$ cat src/odmix_pkg.sv
`timescale 1ns / 1ps

package odmix_pkg;

  localparam int SineFracBits = 15;
  // signed sine: magnitude reaches 2^SineFracBits
  localparam int SinW    = SineFracBits + 2;
  localparam int AxisW   = SinW + 10;
  localparam int SumW    = AxisW + 1;
  localparam int ScaleW  = 20;
  localparam int MixW    = SumW + ScaleW + 1;
  localparam int MixShift = SineFracBits + 8;
  localparam int HiW     = 23;
  localparam int QW      = 14;
  localparam int YawW    = 16;
  localparam int WheelW  = 15;
  localparam int RecipW  = 24;
  localparam int DivProdW = HiW + RecipW;
  localparam int DivShift = 33;

  // floor division of the mix by 1000, done on an offset copy that is never negative
  localparam logic [RecipW-1:0] DivRecip = 24'd8589935;
  localparam logic [HiW-1:0]    UOffset  = 23'd4194000;
  localparam logic signed [YawW-1:0] QOffset = 16'sd4194;
  localparam logic [9:0]        DivBase  = 10'd1000;

  localparam logic [ScaleW-1:0] MixRatio   = 20'd707;
  localparam logic [9:0]        ScaleReset = 10'd797;
  localparam logic [5:0]        GainCompassReset = 6'd4;
  localparam logic [5:0]        GainTargetReset  = 6'd12;

  localparam logic [1:0] CfgGainCompass = 2'd0;
  localparam logic [1:0] CfgGainTarget  = 2'd1;
  localparam logic [1:0] CfgDriveScale  = 2'd2;

  localparam logic [1:0] RefCompass = 2'd0;
  localparam logic [1:0] RefGoal    = 2'd1;
  localparam logic [1:0] RefBall    = 2'd2;

  typedef struct packed {
    logic signed [SinW-1:0] sin_dir;
    logic signed [SinW-1:0] sin_cdir;
    logic [8:0]             speed;
    logic signed [YawW-1:0] yaw;
  } item_t;

  function automatic logic [17:0] sin_q17(input logic [6:0] k);
    logic [17:0] v;
    case (k)
      7'd0: v = 18'd0;        7'd1: v = 18'd2288;     7'd2: v = 18'd4574;
      7'd3: v = 18'd6860;     7'd4: v = 18'd9143;     7'd5: v = 18'd11424;
      7'd6: v = 18'd13701;    7'd7: v = 18'd15974;    7'd8: v = 18'd18242;
      7'd9: v = 18'd20504;    7'd10: v = 18'd22760;   7'd11: v = 18'd25010;
      7'd12: v = 18'd27251;   7'd13: v = 18'd29485;   7'd14: v = 18'd31709;
      7'd15: v = 18'd33924;   7'd16: v = 18'd36128;   7'd17: v = 18'd38322;
      7'd18: v = 18'd40503;   7'd19: v = 18'd42673;   7'd20: v = 18'd44829;
      7'd21: v = 18'd46972;   7'd22: v = 18'd49100;   7'd23: v = 18'd51214;
      7'd24: v = 18'd53312;   7'd25: v = 18'd55393;   7'd26: v = 18'd57458;
      7'd27: v = 18'd59505;   7'd28: v = 18'd61535;   7'd29: v = 18'd63545;
      7'd30: v = 18'd65536;   7'd31: v = 18'd67507;   7'd32: v = 18'd69458;
      7'd33: v = 18'd71387;   7'd34: v = 18'd73295;   7'd35: v = 18'd75180;
      7'd36: v = 18'd77042;   7'd37: v = 18'd78881;   7'd38: v = 18'd80696;
      7'd39: v = 18'd82486;   7'd40: v = 18'd84251;   7'd41: v = 18'd85991;
      7'd42: v = 18'd87704;   7'd43: v = 18'd89391;   7'd44: v = 18'd91050;
      7'd45: v = 18'd92682;   7'd46: v = 18'd94285;   7'd47: v = 18'd95860;
      7'd48: v = 18'd97405;   7'd49: v = 18'd98921;   7'd50: v = 18'd100407;
      7'd51: v = 18'd101862;  7'd52: v = 18'd103286;  7'd53: v = 18'd104679;
      7'd54: v = 18'd106039;  7'd55: v = 18'd107368;  7'd56: v = 18'd108664;
      7'd57: v = 18'd109926;  7'd58: v = 18'd111155;  7'd59: v = 18'd112351;
      7'd60: v = 18'd113512;  7'd61: v = 18'd114638;  7'd62: v = 18'd115730;
      7'd63: v = 18'd116786;  7'd64: v = 18'd117807;  7'd65: v = 18'd118792;
      7'd66: v = 18'd119740;  7'd67: v = 18'd120652;  7'd68: v = 18'd121528;
      7'd69: v = 18'd122366;  7'd70: v = 18'd123167;  7'd71: v = 18'd123931;
      7'd72: v = 18'd124657;  7'd73: v = 18'd125345;  7'd74: v = 18'd125994;
      7'd75: v = 18'd126606;  7'd76: v = 18'd127179;  7'd77: v = 18'd127713;
      7'd78: v = 18'd128208;  7'd79: v = 18'd128664;  7'd80: v = 18'd129081;
      7'd81: v = 18'd129458;  7'd82: v = 18'd129796;  7'd83: v = 18'd130095;
      7'd84: v = 18'd130354;  7'd85: v = 18'd130573;  7'd86: v = 18'd130753;
      7'd87: v = 18'd130892;  7'd88: v = 18'd130992;  7'd89: v = 18'd131052;
      7'd90: v = 18'd131072;
      default: v = 18'd0;
    endcase
    return v;
  endfunction

  // sine of a whole degree 0..359, rounded half up to SineFracBits
  function automatic logic signed [SinW-1:0] deg_sine(input logic [8:0] d);
    logic        neg;
    logic [8:0]  dd;
    logic [6:0]  k;
    logic [18:0] t;
    logic signed [SinW-1:0] mag;
    neg = (d >= 9'd180);
    dd  = neg ? (d - 9'd180) : d;
    k   = (dd > 9'd90) ? 7'(9'd180 - dd) : dd[6:0];
    t   = ({1'b0, sin_q17(k)} << 1) + 19'(1 << (17 - SineFracBits));
    t   = t >> (18 - SineFracBits);
    mag = SinW'(t);
    return neg ? -mag : mag;
  endfunction

endpackage

$ cat src/odmix_queue.sv
`timescale 1ns / 1ps

module odmix_queue (
  input  logic             clk_i,
  input  logic             rst_ni,
  input  logic             push_valid_i,
  output logic             push_ready_o,
  input  odmix_pkg::item_t push_item_i,
  output logic             pop_valid_o,
  input  logic             pop_ready_i,
  output odmix_pkg::item_t pop_item_o
);
  import odmix_pkg::*;

  item_t      mem_q [2];
  logic       wr_ptr_q, wr_ptr_d;
  logic       rd_ptr_q, rd_ptr_d;
  logic [1:0] count_q, count_d;
  logic       push, pop;

  assign push_ready_o = (count_q != 2'd2);
  assign pop_valid_o  = (count_q != 2'd0);
  assign pop_item_o   = mem_q[rd_ptr_q];
  assign push = push_valid_i && push_ready_o;
  assign pop  = pop_valid_o && pop_ready_i;

  always_comb begin
    wr_ptr_d = push ? !wr_ptr_q : wr_ptr_q;
    rd_ptr_d = pop  ? !rd_ptr_q : rd_ptr_q;
    count_d  = count_q;
    if (push && !pop) begin
      count_d = count_q + 2'd1;
    end else if (pop && !push) begin
      count_d = count_q - 2'd1;
    end
  end

  always_ff @(posedge clk_i or negedge rst_ni) begin
    if (!rst_ni) begin
      wr_ptr_q <= 1'b0;
      rd_ptr_q <= 1'b0;
      count_q  <= 2'd0;
    end else begin
      wr_ptr_q <= wr_ptr_d;
      rd_ptr_q <= rd_ptr_d;
      count_q  <= count_d;
    end
  end

  always_ff @(posedge clk_i) begin
    if (push) begin
      mem_q[wr_ptr_q] <= push_item_i;
    end
  end

endmodule

$ cat config.mk
export PLATFORM = sky130hd
export DESIGN_NAME = odmix_queue
export DESIGN_NICKNAME = d
export VERILOG_FILES = /design/src/odmix_pkg.sv /design/src/odmix_queue.sv
export SDC_FILE = /design/constraint.sdc
export NUM_CORES = 1
export LEC_CHECK = 0
export BUFFER_PORTS_ARGS = -buffer_cell sky130_fd_sc_hd__buf_2
export CAP_MARGIN = 0
export CELL_PAD_IN_SITES_DETAIL_PLACEMENT = 1
export CELL_PAD_IN_SITES_GLOBAL_PLACEMENT = 1
export CORE_MARGIN = 1.5
export CORE_UTILIZATION = 40
export CTS_BUF_LIST = sky130_fd_sc_hd__clkbuf_16
export DETAILED_ROUTE_END_ITERATION = 10
export PLACE_DENSITY = 0.86
export SETUP_SLACK_MARGIN = 0.5
export SLEW_MARGIN = 10
export SYNTH_ARGS = -nofsm -noshare
export SYNTH_HDL_FRONTEND = slang
export SYNTH_SLANG_ARGS = --single-unit
export TNS_END_PERCENT = 100
$ cat constraint.sdc
create_clock -name clk_i -period 3.5 [get_ports clk_i]
set_input_delay 0.525 -clock clk_i [delete_from_list [all_inputs] [get_ports clk_i]]
set_output_delay 0.525 -clock clk_i [all_outputs]
set_load 0.05 [all_outputs]
==> impl_results.md, run 1 <==
- Worst Setup Start Kind: flop
- Synth Warn #: 0
- Leakage: 0.00251 µW
- Cell chain of the critical path: buf_12, mux2_4, buf_2
- Syn avg cell area: 23.5 µm²
- CTS Hold Bufs: 1
- Worst EP required: 2.97 ns
- Most common cell after layout, fill and taps aside: buf_2
- Layout area overhead: 28.5%
- Via count: 2290
- Worst slew pin tran: 0.797 ns
- RSZ-0062 raised after global routing: no
- Gr ovfl total: 0
- Die height: 112 µm
- Largest net degree at the start of global routing: 36
- Synth Cell Area: 4750 µm²
- Setup TNS: 0 ns
- I/O pin count: 124
- Synth Net Count: 266
- Layout cell share with drive strength beyond 1: 0.600
- Vias per cell: 4.60
- Status: finished, violations left
- Setup Fix Bufs, Post-CTS: 0
- Row count: 39
- Skew final: 0.00908 ns
- Port bufs: 123
- Max_cap viols: 0
- CTS tree: done
- Global-route wire length before repair: 13500 µm
- Crit Path Category: flop to output pin
- Core ar.: 11500 µm²
- Vias in the first global route: 2562
- GRT Total Usage: 0.145
- Setup WS pre-CTS: 1.28 ns
- Failing checks: design-rule violations
- Fin crit share: 0.746
- Post-cts gate resize count: 0
- Achievable clock frequency: 0.383 GHz
- Clock root cell: clkbuf_16
- DRC: 8
- 1st-pass router iterations: 9
- Die width: 112 µm
- DR iter-0 viols: 91
- Power Density: 1070 nW/µm²
- Fillers: 1105
- # setup viols final: 0
- Syn Inst Count: 202
- Max incr delay on CP: 0.76 ns
- Slew Viols, Final: 0
- Min-delay worst type: input port to flop
- Starting Density: 0.413
- Multi-input logic area: 985 µm²
- Max VDD drop: 502 µV
- Number of H-tree levels: 4
- CP max FO: 35
- Clock-pin transition on the worst setup and hold timing paths: 0.06 ns
- Post-DRT Antenna Nets: 0
- Synth cell types: 14
- Clock tree buffer depth: 2
- Sequential element share of the synthesized area: 0.766
- Arrival @ worst endpoint: 2.09 ns
- Critical path's slowest cell: dfrtp_4
- Worst Setup End Kind: output pin
- Clock sinks: 122
- Crit path setup slack, layout: 0.888 ns
- Die ar.: 12500 µm²
- Crit path time final: 2.61 ns
- WL final: 8620 µm
- GP Congestion: 0.680
- Final hold violations: 0
- Post-synthesis register bit count: 122
- # diodes: 0
- Worst skew pair latency: 0.40 ns
- Initial antenna violation count: 0
- Slew headroom: 0.469
- Highest-count cells in the layout ignoring fill and taps: buf_2, edfxtp_1, mux2_4, clkbuf_16
- Drt wl/cell: 17.3 µm
- Sequential Area: 3650 µm²
- TritonCTS buffer count: 17
- # nets final: 406
- Dpl hpwl: 5740 µm
final timing paths:
path	startpoint	slack (ns)	cells after the start	to
worst min register to register	count_q[1]	0.49	1	count_q[1]
min in group asynchronous	rst_ni	0.46	2	count_q[0]
worst max register to register	count_q[0]	1.56	3	mem_q[1][46]
max in group asynchronous	rst_ni	2.90	2	rd_ptr_q
worst min-delay path	push_item_i[44]	0.31	1	mem_q[0][44]
worst max-delay path	rd_ptr_q	0.89	3	pop_item_o[49]
synthesized netlist by cell type:
library cell	count	area share
nand2_1	2	0.0016
ha_1	1	0.0026
and3_1	1	0.0013
mux2_4	59	0.19
xor2_1	2	0.0037
or2_1	1	0.0013
edfxtp_1	118	0.75
buf_6	1	0.0024
buf_12	6	0.025
nand2b_1	1	0.0013
nor2_1	2	0.0016
xnor2_1	3	0.0055
inv_1	1	0.00079
dfrtp_1	4	0.021
registers in the layout (all words and copies together) (netlist names):
| signal | cells |
|---|---|
| count_q | 2 |
| mem_q | 118 |
| rd_ptr_q | 1 |
| wr_ptr_q | 1 |
critical path: cells and delay by family, from the launching register on:
family,cells,cell delay (ns)
buffers and inverters,2,0.56
flip-flops,1,0.76
multiplexers,1,0.34
cell type report:
class	count	share of cell area
well taps	143	0.0293
multi-input cells	72	0.161
repair buffers	128	0.111
flip-flops and latches	122	0.597
clock inverters	15	0.0311
inverters	1	0.000614
clock buffers	17	0.0696
cell families after synthesis:
group / count (synthesis) / synth area share
AND/OR/NAND/NOR: 7 / 0.00711
flip-flops: 122 / 0.766
adder cells (fa/ha/maj): 1 / 0.00263
XOR/XNOR: 5 / 0.00921
buffers and inverters: 8 / 0.0284
multiplexers: 59 / 0.186
metal layers:
metal,global-route usage,wire [µm],up-vias
met4,0.0540,113,0
li1,-,-,1083
met2,0.254,4660,81
met5,0,0,-
met1,0.165,3390,1115
met3,0.0486,459,11
metrics by stage:
| stage | hold slack, ns | util | std cells | total power [µW] | cell area, µm² |
|---|---|---|---|---|---|
| 3_3_place_gp | 0.337 | 0.476 | 465 | 4710 | 5490 |
| 3_5_place_dp | 0.340 | 0.476 | 465 | 4780 | 5490 |
| 4_1_cts | 0.293 | 0.531 | 498 | 6610 | 6110 |
| 6_report | 0.312 | 0.531 | 498 | 6510 | 6110 |
| 2_1_floorplan | 0.229 | - | 202 | 4390 | 4760 |
| 5_1_grt | 0.299 | 0.531 | 498 | 6770 | 6110 |
where the power goes:
part           switching, µW  leakage, µW  total (µW)  internal [µW]
Clock                    564     0.000316        1800           1240
Sequential               182      0.00114        2190           2010
Combinational           1690      0.00105        2520            834
Total                   2430      0.00251        6510           4080
(Power assumes the default switching activity.)
==> run 2, diff against run 1 <==
- ABC_AREA: unset -> 1
- CORE_UTILIZATION: 40 -> 37
- clock period: 3.5 -> 2.25 ns (I/O delays scaled with it)
==> run 2 against run 1 <==
Compared with the run above: the run now ends clean; critical path depth increased by 2; core utilization increased by 0.62 points; sequential power increased by 51%; synthesized cell count increased by 67%; clock skew down 0.0047 ns; non-clock buffer count rose by 7; worst setup slack got worse by 0.55 ns; clock power grew 32%; sequential share of layout area decreased by 3.1 points; hold slack lost 0.19 ns; critical path type unchanged.
==> impl_results.md, run 2 <==
- Drt wl/cell: 18.0 µm (was 17.3 µm)
- Post-synthesis register bit count: 122 (unchanged)
- Gr ovfl total: 0 (unchanged)
- Cells on worst reg2reg path: 9 (was 3)
- Clock sinks: 122 (unchanged)
- Final hold violations: 0 (unchanged)
- Synth Net Count: 401 (was 266)
- Worst Setup End Kind: output pin (unchanged)
- Dpl hpwl: 6710 µm (was 5740 µm)
- Vias per cell: 4.77 (was 4.60)
- Achievable clock frequency: 0.523 GHz
- Highest-count cells in the layout ignoring fill and taps: nand2_1, edfxtp_1, buf_2, buf_6, clkbuf_16 (was buf_2, edfxtp_1, mux2_4, clkbuf_16)
- Layout area overhead: 41.1% (was 28.5%)
- Area share of the largest cell type after synthesis: 0.775 (was 0.745)
- Worst EP required: 1.91 ns (was 2.97 ns)
- Synth Warn #: 0 (unchanged)
- Leakage: 0.00277 µW (was 0.00251 µW)
- Top cell family by delay on the critical path: flip-flops (unchanged)
- Post-synth EDFFs: 118 (unchanged)
- Cell chain of the critical path: buf_12, inv_16, nand2_1, nand2_1, buf_6 (was buf_12, mux2_4, buf_2)
- Status: complete, no violations (was finished, violations left)
- Most frequent cell on the critical path: nand2_1
- GP Congestion: 0.753 (was 0.680)
- Max VDD drop: 1090 µV (was 502 µV)
- CTS tree: done (unchanged)
- Clock tree buffer depth: 2 (unchanged)
- Layout cell share with drive strength beyond 1: 0.367 (was 0.600)
- Syn avg cell area: 13.6 µm² (was 23.5 µm²)
- Via count: 3068 (was 2290)
- Die ar.: 13000 µm² (was 12500 µm²)
- Max reg flops: 118 (unchanged)
- Skew final: 0.00434 ns (was 0.00908 ns)
- Port bufs: 123 (unchanged)
- Sequential element share of the synthesized area: 0.797 (was 0.766)
- WHS Path Cells: 1 (unchanged)
- Power, Total: 11200 µW (was 6510 µW)
- Initial antenna violation count: 1 (was 0)
- Setup TNS: 0 ns (unchanged)
- # setup viols final: 0 (unchanged)
- Most used DFF post-synth: edfxtp_1 (unchanged)
- Top cells by count, synth: nand2_1, edfxtp_1, buf_6 (was edfxtp_1, mux2_4, buf_12)
- Crit Path Category: flop to output pin (unchanged)
- WL final: 11600 µm (was 8620 µm)
- Die height: 114 µm (was 112 µm)
- Power Density: 1740 nW/µm² (was 1070 nW/µm²)
- Min-delay worst type: input port to flop (unchanged)
- Count leader, synth: nand2_1 (was edfxtp_1)
- Largest net degree at the start of global routing: 31 (was 36)
- Max incr delay on CP: 0.52 ns (was 0.76 ns)
- Max_cap viols: 0 (unchanged)
- Synth top area cells: edfxtp_1, nand2_1, dfrtp_1 (was edfxtp_1, mux2_4, buf_12)
- Syn Inst Count: 337 (was 202)
- Arrival @ worst endpoint: 1.58 ns (was 2.09 ns)
- DR iter-0 viols: 133 (was 91)
- Worst hold slack: 0.117 ns (was 0.312 ns)
- Starting Density: 0.380 (was 0.413)
- Number of H-tree levels: 4 (unchanged)
- DRC: 0 (was 8)
- Vias in the first global route: 3385 (was 2562)
- Worst Setup Start Kind: flop (unchanged)
- # nets final: 547 (was 406)
- RSZ-0062 raised after global routing: yes (was no)
- Slew Viols, Final: 0 (unchanged)
- Critical path's slowest cell: dfrtp_4 (unchanged)
- Global-route wire length before repair: 17600 µm (was 13500 µm)
- Area leader, netlist: edfxtp_1 (unchanged)
- CP max FO: 15 (was 35)
- Largest registers: mem_q: 118 flops, count_q: 2 flops (unchanged)
- Clock-pin transition on the worst setup and hold timing paths: 0.05 ns (was 0.06 ns)
- Crit path time final: 1.91 ns
- Slew headroom: 0.708 (was 0.469)
- Post-synth ARST share: 0.0328 (unchanged)
- Post-DRT Antenna Nets: 0 (unchanged)
- Row count: 40 (was 39)
- Synth Cell Area: 4570 µm² (was 4750 µm²)
- Most common cell after layout, fill and taps aside: nand2_1 (was buf_2)
- Core ar.: 12000 µm² (was 11500 µm²)
- Die width: 114 µm (was 112 µm)
- WP buf/inv: 3 (was 2)
- I/O pin count: 124 (unchanged)
- Worst slew pin tran: 0.438 ns (was 0.797 ns)
- Synth cell types: 16 (was 14)
- Crit path depth: 5 (was 3)
- Worst R2R Setup Slack: 0.73 ns (was 1.56 ns)
- Fin crit share: 0.850
- Worst skew pair latency: 0.41 ns (was 0.40 ns)
- GRT Total Usage: 0.189 (was 0.145)
- 1st-pass router iterations: 4 (was 9)
- Reg with most FFs: mem_q (unchanged)
- Clock root cell: clkbuf_16 (unchanged)
- TritonCTS buffer count: 17 (unchanged)
- # diodes: 0 (unchanged)
[run 2: cell types whose count changed in the layout (fill, tap and decap cells not counted), moves of 4 or more]
cell,change
clkinv_2,+6
nand2_1,+176
mux2_4,-59
buf_4,+4
buf_2,-59
inv_16,+4
buf_6,+59
bufinv_16,-4
nand2_2,+7
[run 2: final cells by class]
| type | count | area [µm²] |
|---|---|---|
| well taps | 147 | 184 |
| fillers | 1217 | 5560 |
| multi-input cells | 195 | 826 |
| repair inverters | 5 | 82.6 |
| clock buffers | 17 | 425 |
| repair buffers | 135 | 1150 |
| inverters | 7 | 42.5 |
| clock inverters | 15 | 92.6 |
| flip-flops and latches | 122 | 3650 |
[run 2: path summary, 6_finish.rpt]
| path | from | to |
|---|---|---|
| hold / removal | push_item_i[54] | mem_q[1][54] |
| max in group asynchronous | rst_ni | rd_ptr_q |
| min in group asynchronous | rst_ni | count_q[1] |
| hold reg to reg | count_q[0] | count_q[0] |
| setup / recovery | rd_ptr_q | pop_item_o[34] |
| setup reg to reg | count_q[0] | count_q[1] |
[run 2: cell families after synthesis]
| family | Yosys count | synth area share |
|---|---|---|
| simple gates | 192 | 0.162 |
| buf+inv | 20 | 0.0345 |
| flops | 122 | 0.797 |
| fa+ha+maj | 1 | 0.00274 |
| xor+xnor | 2 | 0.00383 |
[run 2: worst reg2reg max path, delay by kind of cell (launching register included)]
kind / cells / cell delay (ns)
flops: 1 / 0.41
fa+ha+maj: 1 / 0.32
simple gates: 5 / 0.39
buf+inv: 3 / 0.28
[run 2: what timing repair did]
item | CTS | global route
hold buffers | 1 | 0
resized for setup | 141 | 1
endpoints found under the setup margin | 59 | 59
hold endpoints to repair | 4 | 0
setup buffers | 4 | 0
cloned | 6 | 0
[run 2: per-layer routing]
metal,track usage,wire length [µm],vias to the layer above
met5,0,0,-
met4,0.0792,223,0
met3,0.0603,686,26
met2,0.342,6230,110
met1,0.204,4460,1501
li1,-,-,1431
[run 2: per-stage QoR]
stage	setup WS, ns	utilization	cells	cell area (µm²)
after floorplan	0.278	-	337	4610
after global placement	0.499	0.445	600	5350
after detailed placement	0.468	0.445	600	5350
after CTS	0.331	0.537	643	6450
after global routing	0.265	0.537	643	6450
final	0.337	0.537	643	6450
[run 2: power breakdown]
group,leakage [µW],switching [µW],internal [µW]
Clock,0.000272,899,1470
Combinational,0.00135,3830,1730
Sequential,0.00114,176,3120
